$ cat config.mk
export PLATFORM = sky130hd
export DESIGN_NAME = pid_controller_step_unit
export DESIGN_NICKNAME = d
export VERILOG_FILES = /design/src/sv/pcs_pkg.sv /design/src/sv/pcs_div.sv /design/src/sv/pcs_mac.sv /design/src/sv/pid_controller_step_unit.sv
export SDC_FILE = /design/constraint.sdc
export NUM_CORES = 2
export LEC_CHECK = 0
export BUFFER_PORTS_ARGS = -buffer_cell sky130_fd_sc_hd__buf_4
export CAP_MARGIN = 40
export CORE_MARGIN = 5
export CORE_UTILIZATION = 40
export DETAILED_ROUTE_END_ITERATION = 7
export PLACE_DENSITY = 0.56
export SLEW_MARGIN = 20
export SYNTH_ARGS = -nofsm -noshare
export SYNTH_HDL_FRONTEND = slang
export SYNTH_SLANG_ARGS = --single-unit
export TNS_END_PERCENT = 100
$ cat constraint.sdc
create_clock -name clk -period 12.28 [get_ports clk]
set_input_delay 2.456 -clock clk [delete_from_list [all_inputs] [get_ports clk]]
set_output_delay 2.456 -clock clk [all_outputs]
set_load 0.005 [all_outputs]
$ cat src/sv/pcs_pkg.sv
`default_nettype none
// ============================================================================
// pcs_pkg: shared types and constants for the PID step unit
// Widths, register indexes, reset values, sequencer states and the command
// that the sequencer sends to the shared multiply-accumulate unit.
// ============================================================================
package pcs_pkg;

    localparam int DATA_W      = 32;   // Q16.16 ports and gains
    localparam int ERR_W       = 33;   // target - measured
    localparam int DIFF_W      = 34;   // error - last error
    localparam int ACCUM_W     = 48;   // Q32.16 integral
    localparam int QUO_W       = 50;   // derivative magnitude
    localparam int MAG_W       = 64;   // multiplicand, padded to whole chunks
    localparam int CHUNK_W     = 16;   // multiplicand bits per MAC beat
    localparam int CHUNK_IDX_W = 2;
    localparam int PROD_W      = CHUNK_W + DATA_W;
    localparam int MAC_W       = 84;   // exact sum of the three products
    localparam int CFG_IDX_W   = 4;
    localparam int DIV_STEPS   = QUO_W / 2;   // two quotient bits per cycle
    localparam int DIV_CNT_W   = 5;

    localparam logic [CFG_IDX_W-1:0] REG_GAIN_P = 4'd0;
    localparam logic [CFG_IDX_W-1:0] REG_GAIN_I = 4'd1;
    localparam logic [CFG_IDX_W-1:0] REG_GAIN_D = 4'd2;
    localparam logic [CFG_IDX_W-1:0] REG_TARGET = 4'd3;

    localparam logic [DATA_W-1:0] GAIN_P_RESET = 32'h0000_8000;   // 0.5
    localparam logic [DATA_W-1:0] GAIN_I_RESET = 32'h0000_0000;
    localparam logic [DATA_W-1:0] GAIN_D_RESET = 32'h0000_0000;
    localparam logic [DATA_W-1:0] TARGET_RESET = 32'h0064_0000;   // 100.0

    localparam logic [ACCUM_W-1:0] ACCUM_MAX = 48'h7FFF_FFFF_FFFF;
    localparam logic [ACCUM_W-1:0] ACCUM_MIN = 48'h8000_0000_0000;
    localparam logic [DATA_W-1:0]  DRIVE_MAX = 32'h7FFF_FFFF;
    localparam logic [DATA_W-1:0]  DRIVE_MIN = 32'h8000_0000;

    localparam logic [CHUNK_IDX_W-1:0] CHUNK_LAST_SHORT = 2'd2;
    localparam logic [CHUNK_IDX_W-1:0] CHUNK_LAST_LONG  = 2'd3;

    typedef enum logic [3:0] {
        ST_IDLE,
        ST_PREP,
        ST_INT,
        ST_INT_WAIT,
        ST_ACC,
        ST_P,
        ST_I,
        ST_DWAIT,
        ST_D,
        ST_DRAIN,
        ST_OUT
    } state_t;

    typedef struct packed {
        logic                   issue;
        logic                   clear;
        logic                   neg;
        logic [CHUNK_IDX_W-1:0] shift;
    } mac_cmd_t;

endpackage
`default_nettype wire

$ cat src/sv/pcs_div.sv
`default_nettype none
// ============================================================================
// pcs_div: radix-2 restoring divider, two quotient bits per cycle
// Unsigned dividend over a 32-bit divisor; quotient holds until next start.
// ============================================================================
module pcs_div (
    input  wire logic                        clk,
    input  wire logic                        rst_n,
    input  wire logic                        start,
    input  wire logic [pcs_pkg::QUO_W-1:0]   dividend,
    input  wire logic [pcs_pkg::DATA_W-1:0]  divisor,
    output logic                             busy,
    output logic                             done,
    output logic [pcs_pkg::QUO_W-1:0]        quotient
);

    logic [pcs_pkg::QUO_W-1:0]     quo_reg;
    logic [pcs_pkg::DATA_W-1:0]    rem_reg;
    logic [pcs_pkg::DATA_W-1:0]    dvs_reg;
    logic [pcs_pkg::DIV_CNT_W-1:0] cnt_reg;
    logic                          busy_reg;
    logic                          done_reg;

    logic [pcs_pkg::DATA_W:0]      trial_a;
    logic [pcs_pkg::DATA_W:0]      sub_a;
    logic                          ge_a;
    logic [pcs_pkg::DATA_W-1:0]    rem_a;
    logic [pcs_pkg::QUO_W-1:0]     quo_a;
    logic [pcs_pkg::DATA_W:0]      trial_b;
    logic [pcs_pkg::DATA_W:0]      sub_b;
    logic                          ge_b;
    logic [pcs_pkg::DATA_W-1:0]    rem_b;
    logic [pcs_pkg::QUO_W-1:0]     quo_b;

    // The shift register carries the unused dividend bits at its top and
    // collects quotient bits at its bottom.
    always_comb
    begin
        trial_a = {rem_reg, quo_reg[pcs_pkg::QUO_W-1]};
        sub_a   = trial_a - {1'b0, dvs_reg};
        ge_a    = (trial_a >= {1'b0, dvs_reg});
        rem_a   = ge_a ? sub_a[pcs_pkg::DATA_W-1:0] : trial_a[pcs_pkg::DATA_W-1:0];
        quo_a   = {quo_reg[pcs_pkg::QUO_W-2:0], ge_a};
        trial_b = {rem_a, quo_a[pcs_pkg::QUO_W-1]};
        sub_b   = trial_b - {1'b0, dvs_reg};
        ge_b    = (trial_b >= {1'b0, dvs_reg});
        rem_b   = ge_b ? sub_b[pcs_pkg::DATA_W-1:0] : trial_b[pcs_pkg::DATA_W-1:0];
        quo_b   = {quo_a[pcs_pkg::QUO_W-2:0], ge_b};
    end

    always_ff @(posedge clk or negedge rst_n)
    begin
        if (!rst_n)
        begin
            busy_reg <= 1'b0;
            done_reg <= 1'b0;
            cnt_reg  <= '0;
        end
        else if (start)
        begin
            busy_reg <= 1'b1;
            done_reg <= 1'b0;
            cnt_reg  <= pcs_pkg::DIV_CNT_W'(pcs_pkg::DIV_STEPS - 1);
        end
        else if (busy_reg)
        begin
            cnt_reg <= cnt_reg - 1'b1;
            if (cnt_reg == '0)
            begin
                busy_reg <= 1'b0;
                done_reg <= 1'b1;
            end
        end
    end

    always_ff @(posedge clk)
    begin
        if (start)
        begin
            quo_reg <= dividend;
            rem_reg <= '0;
            dvs_reg <= divisor;
        end
        else if (busy_reg)
        begin
            quo_reg <= quo_b;
            rem_reg <= rem_b;
        end
    end

    assign busy     = busy_reg;
    assign done     = done_reg;
    assign quotient = quo_reg;

endmodule
`default_nettype wire

$ cat src/sv/pcs_mac.sv
`default_nettype none
// ============================================================================
// pcs_mac: shared 16x32 multiply-accumulate unit
// One multiplicand chunk per beat; the product is registered, then shifted
// into place and added to or subtracted from an 84-bit accumulator.
// ============================================================================
module pcs_mac (
    input  wire logic                          clk,
    input  wire logic                          rst_n,
    input  wire pcs_pkg::mac_cmd_t             cmd,
    input  wire logic [pcs_pkg::CHUNK_W-1:0]   a_chunk,
    input  wire logic [pcs_pkg::DATA_W-1:0]    b,
    output logic [pcs_pkg::MAC_W-1:0]          acc
);

    pcs_pkg::mac_cmd_t                cmd1_reg;
    logic [pcs_pkg::PROD_W-1:0]       pp_reg;
    logic [pcs_pkg::MAC_W-1:0]        acc_reg;
    logic [pcs_pkg::MAC_W-1:0]        acc_next;
    logic [pcs_pkg::MAC_W-1:0]        term;
    logic [pcs_pkg::MAC_W-1:0]        base;

    always_ff @(posedge clk or negedge rst_n)
    begin
        if (!rst_n)
        begin
            cmd1_reg <= '0;
        end
        else
        begin
            cmd1_reg <= cmd;
        end
    end

    always_ff @(posedge clk)
    begin
        pp_reg <= {{(pcs_pkg::PROD_W-pcs_pkg::CHUNK_W){1'b0}}, a_chunk}
                * {{(pcs_pkg::PROD_W-pcs_pkg::DATA_W){1'b0}}, b};
    end

    // Bits shifted past the top are dropped; the final sum always fits.
    always_comb
    begin
        term = {{(pcs_pkg::MAC_W-pcs_pkg::PROD_W){1'b0}}, pp_reg}
               << {cmd1_reg.shift, 4'b0000};
        base = cmd1_reg.clear ? '0 : acc_reg;
        if (!cmd1_reg.issue)
            acc_next = acc_reg;
        else if (cmd1_reg.neg)
            acc_next = base - term;
        else
            acc_next = base + term;
    end

    always_ff @(posedge clk)
    begin
        acc_reg <= acc_next;
    end

    assign acc = acc_reg;

endmodule
`default_nettype wire

$ cat src/sv/pid_controller_step_unit.sv
`default_nettype none
// An accepted input beat runs through the sequencer states in order, and its result is
// registered onto out_valid from ST_OUT once the output is free. A new input beat is
// taken only when the sequencer is back in ST_IDLE, so one item is worked on at a time.
// With a zero step_time the divider is not started; otherwise the derivative divider sets
// the pace, and the shared 16x32 multiplier runs its 13 beats partly under it. Reset (rst_n low, async)
// loads gain and target defaults, clears integral, previous error, sequencer, out_valid.
// ============================================================================
// pid_controller_step_unit: positional PID step in Q16.16 fixed point
// Sequencer around one shared multiply-accumulate unit and one divider.
// ============================================================================
module pid_controller_step_unit (
    input  wire logic                                clk,
    input  wire logic                                rst_n,
    input  wire logic                                in_valid,
    output logic                                     in_stall,
    input  wire logic signed [pcs_pkg::DATA_W-1:0]   measured,
    input  wire logic [pcs_pkg::DATA_W-1:0]          step_time,
    output logic                                     out_valid,
    input  wire logic                                out_stall,
    output logic signed [pcs_pkg::DATA_W-1:0]        drive,
    output logic                                     clipped,
    output logic                                     zero_step,
    input  wire logic                                cfg_valid,
    output logic                                     cfg_ready,
    input  wire logic [pcs_pkg::CFG_IDX_W-1:0]       cfg_index,
    input  wire logic [pcs_pkg::DATA_W-1:0]          cfg_data
);

    pcs_pkg::state_t                   state_reg;
    pcs_pkg::state_t                   state_next;
    logic [pcs_pkg::CHUNK_IDX_W-1:0]   chunk_reg;
    logic [pcs_pkg::CHUNK_IDX_W-1:0]   chunk_next;
    logic [pcs_pkg::CHUNK_IDX_W-1:0]   chunk_last;

    logic [pcs_pkg::DATA_W-1:0]        gain_p_reg;
    logic [pcs_pkg::DATA_W-1:0]        gain_i_reg;
    logic [pcs_pkg::DATA_W-1:0]        gain_d_reg;
    logic [pcs_pkg::DATA_W-1:0]        target_reg;
    logic [pcs_pkg::ACCUM_W-1:0]       accum_reg;
    logic [pcs_pkg::ERR_W-1:0]         last_err_reg;

    logic [pcs_pkg::ERR_W-1:0]         err_reg;
    logic [pcs_pkg::ERR_W-1:0]         err_mag_reg;
    logic [pcs_pkg::DATA_W-1:0]        dt_reg;
    logic                              zstep_reg;
    logic                              diff_neg_reg;
    logic                              clip_reg;

    logic                              out_valid_reg;
    logic [pcs_pkg::DATA_W-1:0]        drive_reg;
    logic                              clipped_reg;
    logic                              zero_step_reg;

    logic [pcs_pkg::DIFF_W-1:0]        diff;
    logic [pcs_pkg::DIFF_W-1:0]        diff_mag;
    logic [pcs_pkg::ACCUM_W-1:0]       incr_mag;
    logic [pcs_pkg::ACCUM_W+1:0]       incr;
    logic [pcs_pkg::ACCUM_W+1:0]       accum_sum;
    logic [pcs_pkg::ACCUM_W-1:0]       accum_sat;
    logic                              accum_clip;
    logic [pcs_pkg::MAC_W-17:0]        scaled;
    logic [pcs_pkg::DATA_W-1:0]        drive_sat;
    logic                              drive_clip;
    logic                              out_free;
    logic                              accept;

    logic [pcs_pkg::DATA_W-1:0]        gp_mag;
    logic [pcs_pkg::DATA_W-1:0]        gi_mag;
    logic [pcs_pkg::DATA_W-1:0]        gd_mag;
    logic [pcs_pkg::ACCUM_W-1:0]       accum_mag;
    logic [pcs_pkg::MAG_W-1:0]         a_mag;
    logic [pcs_pkg::CHUNK_W-1:0]       a_chunk;
    logic [pcs_pkg::DATA_W-1:0]        mac_b;
    pcs_pkg::mac_cmd_t                 mac_cmd;
    logic [pcs_pkg::MAC_W-1:0]         mac_acc;

    logic                              div_start;
    logic                              div_busy;
    logic                              div_done;
    logic [pcs_pkg::QUO_W-1:0]         div_quo;

    pcs_mac u_mac (
        .clk     (clk),
        .rst_n   (rst_n),
        .cmd     (mac_cmd),
        .a_chunk (a_chunk),
        .b       (mac_b),
        .acc     (mac_acc)
    );

    pcs_div u_div (
        .clk      (clk),
        .rst_n    (rst_n),
        .start    (div_start),
        .dividend ({1'b0, diff_mag[pcs_pkg::ERR_W-1:0], 16'b0}),
        .divisor  (dt_reg),
        .busy     (div_busy),
        .done     (div_done),
        .quotient (div_quo)
    );

    assign accept   = in_valid && !in_stall;
    assign out_free = !out_valid_reg || !out_stall;

    // Magnitudes of the signed operands for the unsigned multiplier.
    always_comb
    begin
        gp_mag    = gain_p_reg[pcs_pkg::DATA_W-1] ? (~gain_p_reg + 1'b1) : gain_p_reg;
        gi_mag    = gain_i_reg[pcs_pkg::DATA_W-1] ? (~gain_i_reg + 1'b1) : gain_i_reg;
        gd_mag    = gain_d_reg[pcs_pkg::DATA_W-1] ? (~gain_d_reg + 1'b1) : gain_d_reg;
        accum_mag = accum_reg[pcs_pkg::ACCUM_W-1] ? (~accum_reg + 1'b1) : accum_reg;
        diff      = {err_reg[pcs_pkg::ERR_W-1], err_reg}
                  - {last_err_reg[pcs_pkg::ERR_W-1], last_err_reg};
        diff_mag  = diff[pcs_pkg::DIFF_W-1] ? (~diff + 1'b1) : diff;
    end

    // Integral update: the MAC holds |error| * step_time exactly.
    always_comb
    begin
        incr_mag  = mac_acc[63:16];
        incr      = err_reg[pcs_pkg::ERR_W-1] ? ('0 - {2'b00, incr_mag}) : {2'b00, incr_mag};
        accum_sum = {{2{accum_reg[pcs_pkg::ACCUM_W-1]}}, accum_reg} + incr;
        if ((accum_sum[pcs_pkg::ACCUM_W+1:pcs_pkg::ACCUM_W-1] == 3'b000)
            || (accum_sum[pcs_pkg::ACCUM_W+1:pcs_pkg::ACCUM_W-1] == 3'b111))
        begin
            accum_sat  = accum_sum[pcs_pkg::ACCUM_W-1:0];
            accum_clip = 1'b0;
        end
        else
        begin
            accum_sat  = accum_sum[pcs_pkg::ACCUM_W+1] ? pcs_pkg::ACCUM_MIN : pcs_pkg::ACCUM_MAX;
            accum_clip = 1'b1;
        end
    end

    // Output scaling: arithmetic shift by 16 floors, then clamp to 32 bits.
    always_comb
    begin
        scaled = mac_acc[pcs_pkg::MAC_W-1:16];
        if ((&scaled[pcs_pkg::MAC_W-17:pcs_pkg::DATA_W-1])
            || !(|scaled[pcs_pkg::MAC_W-17:pcs_pkg::DATA_W-1]))
        begin
            drive_sat  = scaled[pcs_pkg::DATA_W-1:0];
            drive_clip = 1'b0;
        end
        else
        begin
            drive_sat  = scaled[pcs_pkg::MAC_W-17] ? pcs_pkg::DRIVE_MIN : pcs_pkg::DRIVE_MAX;
            drive_clip = 1'b1;
        end
    end

    // Sequencer: next state and chunk counter.
    always_comb
    begin
        state_next = state_reg;
        chunk_last = (state_reg == pcs_pkg::ST_D) ? pcs_pkg::CHUNK_LAST_LONG
                                                  : pcs_pkg::CHUNK_LAST_SHORT;
        chunk_next = '0;
        case (state_reg)
            pcs_pkg::ST_IDLE:
            begin
                if (in_valid)
                    state_next = pcs_pkg::ST_PREP;
            end
            pcs_pkg::ST_PREP:
            begin
                state_next = pcs_pkg::ST_INT;
            end
            pcs_pkg::ST_INT, pcs_pkg::ST_P, pcs_pkg::ST_I, pcs_pkg::ST_D:
            begin
                if (chunk_reg == chunk_last)
                begin
                    case (state_reg)
                        pcs_pkg::ST_INT: state_next = pcs_pkg::ST_INT_WAIT;
                        pcs_pkg::ST_P:   state_next = pcs_pkg::ST_I;
                        pcs_pkg::ST_I:   state_next = pcs_pkg::ST_DWAIT;
                        default:         state_next = pcs_pkg::ST_DRAIN;
                    endcase
                end
                else
                begin
                    chunk_next = chunk_reg + 1'b1;
                end
            end
            pcs_pkg::ST_INT_WAIT:
            begin
                state_next = pcs_pkg::ST_ACC;
            end
            pcs_pkg::ST_ACC:
            begin
                state_next = pcs_pkg::ST_P;
            end
            pcs_pkg::ST_DWAIT:
            begin
                if (zstep_reg || div_done)
                    state_next = pcs_pkg::ST_D;
            end
            pcs_pkg::ST_DRAIN:
            begin
                state_next = pcs_pkg::ST_OUT;
            end
            pcs_pkg::ST_OUT:
            begin
                if (out_free)
                    state_next = pcs_pkg::ST_IDLE;
            end
            default:
            begin
                state_next = pcs_pkg::ST_IDLE;
            end
        endcase
    end

    // Sequencer outputs: MAC operand selection, input stall and divider start.
    always_comb
    begin
        mac_cmd       = '0;
        mac_cmd.shift = chunk_reg;
        mac_cmd.clear = (chunk_reg == '0);
        a_mag         = '0;
        mac_b         = '0;
        in_stall      = 1'b1;
        div_start     = 1'b0;
        case (state_reg)
            pcs_pkg::ST_IDLE:
            begin
                in_stall = 1'b0;
            end
            pcs_pkg::ST_PREP:
            begin
                div_start = !zstep_reg;
            end
            pcs_pkg::ST_INT:
            begin
                mac_cmd.issue = 1'b1;
                a_mag         = {{(pcs_pkg::MAG_W-pcs_pkg::ERR_W){1'b0}}, err_mag_reg};
                mac_b         = dt_reg;
            end
            pcs_pkg::ST_P:
            begin
                mac_cmd.issue = 1'b1;
                mac_cmd.neg   = err_reg[pcs_pkg::ERR_W-1] ^ gain_p_reg[pcs_pkg::DATA_W-1];
                a_mag         = {{(pcs_pkg::MAG_W-pcs_pkg::ERR_W){1'b0}}, err_mag_reg};
                mac_b         = gp_mag;
            end
            pcs_pkg::ST_I:
            begin
                mac_cmd.issue = 1'b1;
                mac_cmd.clear = 1'b0;
                mac_cmd.neg   = accum_reg[pcs_pkg::ACCUM_W-1] ^ gain_i_reg[pcs_pkg::DATA_W-1];
                a_mag         = {{(pcs_pkg::MAG_W-pcs_pkg::ACCUM_W){1'b0}}, accum_mag};
                mac_b         = gi_mag;
            end
            pcs_pkg::ST_D:
            begin
                mac_cmd.issue = 1'b1;
                mac_cmd.clear = 1'b0;
                mac_cmd.neg   = diff_neg_reg ^ gain_d_reg[pcs_pkg::DATA_W-1];
                a_mag         = zstep_reg ? '0
                              : {{(pcs_pkg::MAG_W-pcs_pkg::QUO_W){1'b0}}, div_quo};
                mac_b         = gd_mag;
            end
            default:
            begin
                mac_cmd = '0;
            end
        endcase
        a_chunk = a_mag[{chunk_reg, 4'b0000} +: pcs_pkg::CHUNK_W];
    end

    always_ff @(posedge clk or negedge rst_n)
    begin
        if (!rst_n)
        begin
            state_reg <= pcs_pkg::ST_IDLE;
            chunk_reg <= '0;
        end
        else
        begin
            state_reg <= state_next;
            chunk_reg <= chunk_next;
        end
    end

    // Configuration registers and the controller state.
    always_ff @(posedge clk or negedge rst_n)
    begin
        if (!rst_n)
        begin
            gain_p_reg   <= pcs_pkg::GAIN_P_RESET;
            gain_i_reg   <= pcs_pkg::GAIN_I_RESET;
            gain_d_reg   <= pcs_pkg::GAIN_D_RESET;
            target_reg   <= pcs_pkg::TARGET_RESET;
            accum_reg    <= '0;
            last_err_reg <= '0;
        end
        else
        begin
            if (cfg_valid && cfg_ready)
            begin
                case (cfg_index)
                    pcs_pkg::REG_GAIN_P: gain_p_reg <= cfg_data;
                    pcs_pkg::REG_GAIN_I: gain_i_reg <= cfg_data;
                    pcs_pkg::REG_GAIN_D: gain_d_reg <= cfg_data;
                    pcs_pkg::REG_TARGET: target_reg <= cfg_data;
                    default:             ;
                endcase
            end
            if (state_reg == pcs_pkg::ST_PREP)
                last_err_reg <= err_reg;
            if (state_reg == pcs_pkg::ST_ACC)
                accum_reg <= accum_sat;
        end
    end

    // Per-item working registers.
    always_ff @(posedge clk)
    begin
        if (accept)
        begin
            err_reg   <= {target_reg[pcs_pkg::DATA_W-1], target_reg}
                       - {measured[pcs_pkg::DATA_W-1], measured};
            dt_reg    <= step_time;
            zstep_reg <= (step_time == '0);
        end
        if (state_reg == pcs_pkg::ST_PREP)
        begin
            err_mag_reg  <= err_reg[pcs_pkg::ERR_W-1] ? (~err_reg + 1'b1) : err_reg;
            diff_neg_reg <= diff[pcs_pkg::DIFF_W-1];
        end
        if (state_reg == pcs_pkg::ST_ACC)
            clip_reg <= accum_clip;
    end

    // Output register: a finished result waits here while the next item runs.
    always_ff @(posedge clk or negedge rst_n)
    begin
        if (!rst_n)
        begin
            out_valid_reg <= 1'b0;
        end
        else if ((state_reg == pcs_pkg::ST_OUT) && out_free)
        begin
            out_valid_reg <= 1'b1;
        end
        else if (!out_stall)
        begin
            out_valid_reg <= 1'b0;
        end
    end

    always_ff @(posedge clk)
    begin
        if ((state_reg == pcs_pkg::ST_OUT) && out_free)
        begin
            drive_reg     <= drive_sat;
            clipped_reg   <= clip_reg | drive_clip;
            zero_step_reg <= zstep_reg;
        end
    end

    assign out_valid = out_valid_reg;
    assign drive     = drive_reg;
    assign clipped   = clipped_reg;
    assign zero_step = zero_step_reg;
    assign cfg_ready = 1'b1;

    a_accept_prep: assert property (@(posedge clk) disable iff (!rst_n)
        accept |=> (state_reg == pcs_pkg::ST_PREP))
        else $error("accepted beat did not start the sequence");

    a_deriv_ready: assert property (@(posedge clk) disable iff (!rst_n)
        ((state_reg == pcs_pkg::ST_D) && !zstep_reg) |-> (div_done && !div_busy))
        else $error("derivative product started before the quotient was ready");

    a_int_fits: assert property (@(posedge clk) disable iff (!rst_n)
        (state_reg == pcs_pkg::ST_ACC) |-> (mac_acc[pcs_pkg::MAC_W-1:64] == '0))
        else $error("integral increment product exceeds 64 bits");

    a_out_load: assert property (@(posedge clk) disable iff (!rst_n)
        ((state_reg == pcs_pkg::ST_OUT) && out_free) |=> out_valid)
        else $error("finished result was not presented");

endmodule
`default_nettype wire
After elaboration in Yosys (flattened, before gate mapping) --
Cells that the tools add are included. Widths: inputs -> output; s select.
Storage, ports and cells: output and inout port bits 37, memories kept 0, bits in writable memories 0, bits in read-only memories 0, register bits after elaboration 609, bits of input ports 105, bits in latches 0
Cells by class: div/mod/pow operators 0, reduce and logical (&&, ||, !) cells 30, shift operators 2, add/subtract/negate cells 16, order comparisons 2, multiplexer cells 47, $mul 1, equal/unequal tests 20, bitwise operators 10
Operator list (number):
- $mux 32 | 8
- $mux 84 | 2
- $pmux 50 s3 | 1
- $mux 48 | 3
- $pmux 32 s4 | 1
- $mux 50 | 2
- $mux 49 | 2
- $add 32x1->32 const B | 3
- $not 32->32 | 3
- $add 84x84->84 | 1
- $shl 48x6->84 | 1
- $sub 84x84->84 | 1
- $add 33x1->33 const B | 2
- $ge 33x32->1 | 2
- $not 33->33 | 2
- $shiftx 64x7->16 | 1
- $sub 32x32->32 | 2
- $add 50x50->50 | 1
- $sub 1x48->49 const A | 1
- $add 48x1->48 const B | 1
- $mul 16x32->48 | 1
- $not 48->48 | 1
- $reduce_and 37->1 | 1
- $reduce_or 37->1 | 1
- 36 further kinds | 84

Depth between registers and ports, before layout --
depth after elaboration 6, mapped depth 39, gate-level depth less buffers 37

Hierarchy --
From an unflattened synthesis, not the netlist that was laid out.
Second synthesis, totals: cell total of the unflattened synthesis 7061, area total of the unflattened synthesis 62842.8 sq um
By module, submodules not included:
- pcs_mac | seq. area each 3608.5 sq um, cells an instance 3380, times used 1, area an instance 28690.0 sq um
- pid_controller_step_unit | seq. area each 9464.1 sq um, cells an instance 2814, times used 1, area an instance 25657.1 sq um
- pcs_div | seq. area each 3278.1 sq um, cells an instance 867, times used 1, area an instance 8495.6 sq um

Least setup slack after synthesis --
OpenSTA, ideal clock, no wires.
path kind register to register, start reg accum_reg[11] (netlist name), end reg u_mac.pp_reg[40] (netlist name), path buffers 1, stages on the path, launching flop included 37, path slack 2868 ps, setup time 106 ps, data required time 12174 ps, arrival 9306 ps, cells stage by stage dfrtp_1 or4_1 or4_1 nor4b_2 nor2b_1 nand2_1 or2_2 o31ai_1 xnor2_1 a221o_1 nand4_1 clkbuf_1 nor2_1 fa_1 inv_1 fa_1 inv_1 fa_1 inv_1 fa_1 inv_1 fa_1 inv_1 fa_1 inv_1 ha_1 o21a_1 o21ai_0 a21oi_1 nand3_1 a211oi_1 a41oi_1 a211oi_1 o2111ai_1 a31oi_1 o21ai_0 o311ai_0
Between the ends: longest elaborated chain between the ends 6
RTL lines:
- from (decl) | line pid_controller_step_unit.sv:40 | logic [pcs_pkg::ACCUM_W-1:0] accum_reg;
- from (signal assigned) | line pid_controller_step_unit.sv:314 | accum_reg <= accum_sat;
- $not 48->48 | line pid_controller_step_unit.sv:112 | accum_mag = accum_reg[pcs_pkg::ACCUM_W-1] ? (~accum_reg + 1'b1) : accum_reg;
- $add 48x1->48 | line pid_controller_step_unit.sv:112
- $mux 48 (*) | line pid_controller_step_unit.sv:112
- $pmux 50 s3 (*) | line pid_controller_step_unit.sv:226 | case (state_reg)
- $shiftx 64x7->16 (*) | line pid_controller_step_unit.sv:270 | a_chunk = a_mag[{chunk_reg, 4'b0000} +: pcs_pkg::CHUNK_W];
- $mul 16x32->48 (*) | line pcs_mac.sv:38 | * {{(pcs_pkg::PROD_W-pcs_pkg::DATA_W){1'b0}}, b};
- to (signal assigned) | line pcs_mac.sv:37 | pp_reg <= {{(pcs_pkg::PROD_W-pcs_pkg::CHUNK_W){1'b0}}, a_chunk}
- to (decl) | line pcs_mac.sv:17 | logic [pcs_pkg::PROD_W-1:0] pp_reg;
Every way passes the cells marked *; elsewhere a longest branch is shown, timed or not. A chain may end at the register's enable or synchronous reset.

Final worst setup path --
Same ends and word-level chain as after synthesis.

==> results by group <==
Floorplanning
  • Horiz. Die Dim: 403 microns
  • Cell Rows: 144
  • Die Ht: 403 microns
  • IO Pins: 142
  • Die footprint: 0.163 sq mm
  • Initial Util: 40.2%
  • Placeable core region: 0.154 sq mm

Clock network
  • # hold bufs at CTS: 0
  • CTS clk-pin slew, worst paths: 0.06 ns
  • Longest Clk Path Bufs: 3
  • CTS Sinks: 609
  • Post-CTS sizing: 0
  • CTS root buf: clkbuf_16
  • CTS tree: yes
  • Clk_lat worst skew: 0.73 ns
  • Post-CTS Setup Bufs: 0
  • Num CTS Buffers: 76
  • H-tree levels: 3

Yosys
  • Seq cells post-synth: 609
  • Number of flops mapped to enable cells by yosys: 284
  • Sequential cell area fraction in the yosys report: 26.2%
  • Syn avg cell area: 8.78 sq um
  • Top cells by count, synth: inv_1 (720), nand2_1 (650), nor2_1 (589)
  • Most numerous cell in the Yosys netlist: inv_1
  • Area leader, netlist: edfxtp_1
  • Syn nets: 7,968
  • Cell Area, Synth: slightly above 0.06 sq mm
  • Synth unique cells: 99
  • Synth warn: 0
  • Cells after Synth: 7,047
  • Area share of the largest cell type after synthesis: 13.8%
  • Post-synthesis async set-or-reset flop share: 37.4%
  • Synth top area cells: edfxtp_1 (14%), fa_1 (14%), dfrtp_1 (9.1%)
  • Main synth FF type: edfxtp_1

Min path
  • Hold Crit Depth: 2
  • Hold Crit Class: reg -> reg

Critical path
  • WS Path Type: reg -> reg
  • Max incr delay on CP: 0.63 ns
  • Slowest-stage cell, CP: a211oi_1
  • Critical Path Source Type: flip-flop
  • Critical Path Sink Type: flip-flop
  • Crit-path max FO: 32
  • Worst Path Required: between 10 and 15 ns
  • Worst Reg-to-Reg Cells: 35
  • Crit path DAT: 11.33 ns

Pwr
  • Logic pwr share: 70.7%
  • Pwr/cell area: 324 mW/mm^2
  • Net Sw Frac: 52.6%
  • Int Pwr: 10,400 uW
  • Sequential power share: 18.5%
  • Clock power frac: 10.8%
  • Switch Pwr: 11,600 uW
  • LEAKAGE: approximately 0.030 uW
  • VDD IR max: roughly 0.18 mV

Drt
  • Drt first-iter violations: ~4,800
  • Routed Antenna Nets: 0
  • Routed vias: 52,400
  • Avg WL per Cell: ~23 microns
  • Drt pass-1 iters: 8
  • Vias/cell: 5.72
  • Final wirelength: around 210,000 microns
  • Drt drc: 2

Status
  • Failing checks: DRC
  • Outcome: finished, violations left

Timing
  • Final setup vio count: 0
  • F_max: 92.8 MHz
  • Worst slew margin: roughly a third
  • Setup TNS Final: 0 ns
  • Setup Skew: 0.0649 ns
  • Hold Violations, Final: 0
  • Final Slew Violations: 0
  • Tmin final: 10.78 ns
  • RSZ-0062 raised after global routing: no
  • Tightest Pin Transition: 1.00 ns
  • Hold Slack: roughly 0.51 ns
  • Fin crit share: 87.7%

Final layout
  • Layout cell share with drive strength beyond 1: 8.88%
  • Area of the multi-input gates: about 0.042 sq mm
  • Fillers: 15,100
  • Design Area, Final: 0.0680 sq mm
  • Reg area: about 0.016 sq mm
  • Max reg flops: 84
  • Total Nets Final: roughly 8,000
  • Layout area overhead: 9.90%

Run
  • Max_cap viols: 0

Place
  • HPWL after detailed placement: approximately 160,000 microns
  • GP Congestion: around 0.94
  • # port buffers: 140
  • Placed cell areas: 0.0652 sq mm

GRT
  • Number of global-route vias before repair: 51,200
  • GR Util All Layers: 25.1%
  • Antenna violations before repair: 16
  • First-pass GRT wire length: 317,000 microns
  • Largest net degree at the start of global routing: 149
  • Grt ovf: 0
-- worst paths after layout --
| kind | slack [ns] | to | from |
|---|---|---|---|
| max | 1.50 | u_mac.pp_reg[40] | accum_reg[11] |
| min | 0.51 | u_div.rem_reg[7] | u_div.rem_reg[7] |
| max reg2reg | 1.50 | u_mac.pp_reg[40] | accum_reg[11] |
| min reg2reg | 0.51 | u_div.rem_reg[7] | u_div.rem_reg[7] |
| max in group asynchronous | 9.19 | gain_i_reg[24] | rst_n |
| min in group asynchronous | 1.72 | last_err_reg[17] | rst_n |
-- power groups by stage --
stage                     Clock, uW  Combinational (uW)  Sequential [uW]
after CTS                      2430               15500             4060
final                          2380               15600             4070
after floorplan                   0               11300             3640
after global routing           2510               17200             4140
after global placement            0               15200             4080
after detailed placement          0               15300             4090
-- cells by family after synthesis --
| group | after synthesis | share of synthesized area (%) |
|---|---|---|
| and+or+nand+nor | 2178 | 16.9 |
| buffers and inverters | 1040 | 6.36 |
| xor gates and xnor gates | 574 | 8.15 |
| DFF | 609 | 26.2 |
| AOI/OAI and AO/OA | 1611 | 16.9 |
| other | 1 | 0.00606 |
| adders and majority gates | 816 | 21.7 |
| muxes | 218 | 3.85 |
-- layer usage --
metal / part of all wire, % / wire, microns / track usage (%)
met3: 6.8 / 14200 / 3.42
met5: 0.016 / 34 / 0
met1: 44 / 92200 / 35.2
met2: 45 / 94500 / 40.5
met4: 3.2 / 6710 / 7.85
-- area by class of cell --
cell class                      instances  area share, %
Clock inverter                         40          0.771
Antenna cell                           11         0.0405
Multi-Input combinational cell       5398           61.7
Timing Repair Buffer                  240           2.82
Inverter                              722           3.99
Tap cell                             2044           3.76
Clock buffer                           99           3.12
Sequential cell                       609           23.8
-- through the flow --
step / cells / setup slack (ns) / power, uW / util (%)
6_report: 9163 / 1.50 / 22000 / 44.2
5_1_grt: 9152 / 0.851 / 23900 / 44.2
4_1_cts: 9148 / 1.60 / 21900 / 44.1
3_3_place_gp: 8997 / 1.80 / 19300 / 42.3
2_1_floorplan: 7047 / 2.87 / 14900 / -
3_5_place_dp: 9009 / 1.68 / 19400 / 42.4
-- worst max-delay path, delay by kind of cell, from the launching register on --
kind	cells	cell delay (ns)
adders and majority gates	7	3.48
AOI/OAI and AO/OA	12	3.43
and+or+nand+nor	8	2.42
buffers and inverters	7	0.72
DFF	1	0.44
xor gates and xnor gates	1	0.11
-- placed cells by master (no fill, tap or decap), drive strengths merged, types with 182 or more instances in the layout --
| master | count |
|---|---|
| a21oi | 424 |
| a21o | 182 |
| inv | 729 |
| ha | 392 |
| buf | 239 |
| dfrtp | 224 |
| xor2 | 246 |
| xnor2 | 327 |
| fa | 424 |
| o21ai | 380 |
| nand2 | 650 |
| edfxtp | 284 |
| nor2 | 589 |
No activity file was read; power rests on OpenSTA's default activity.
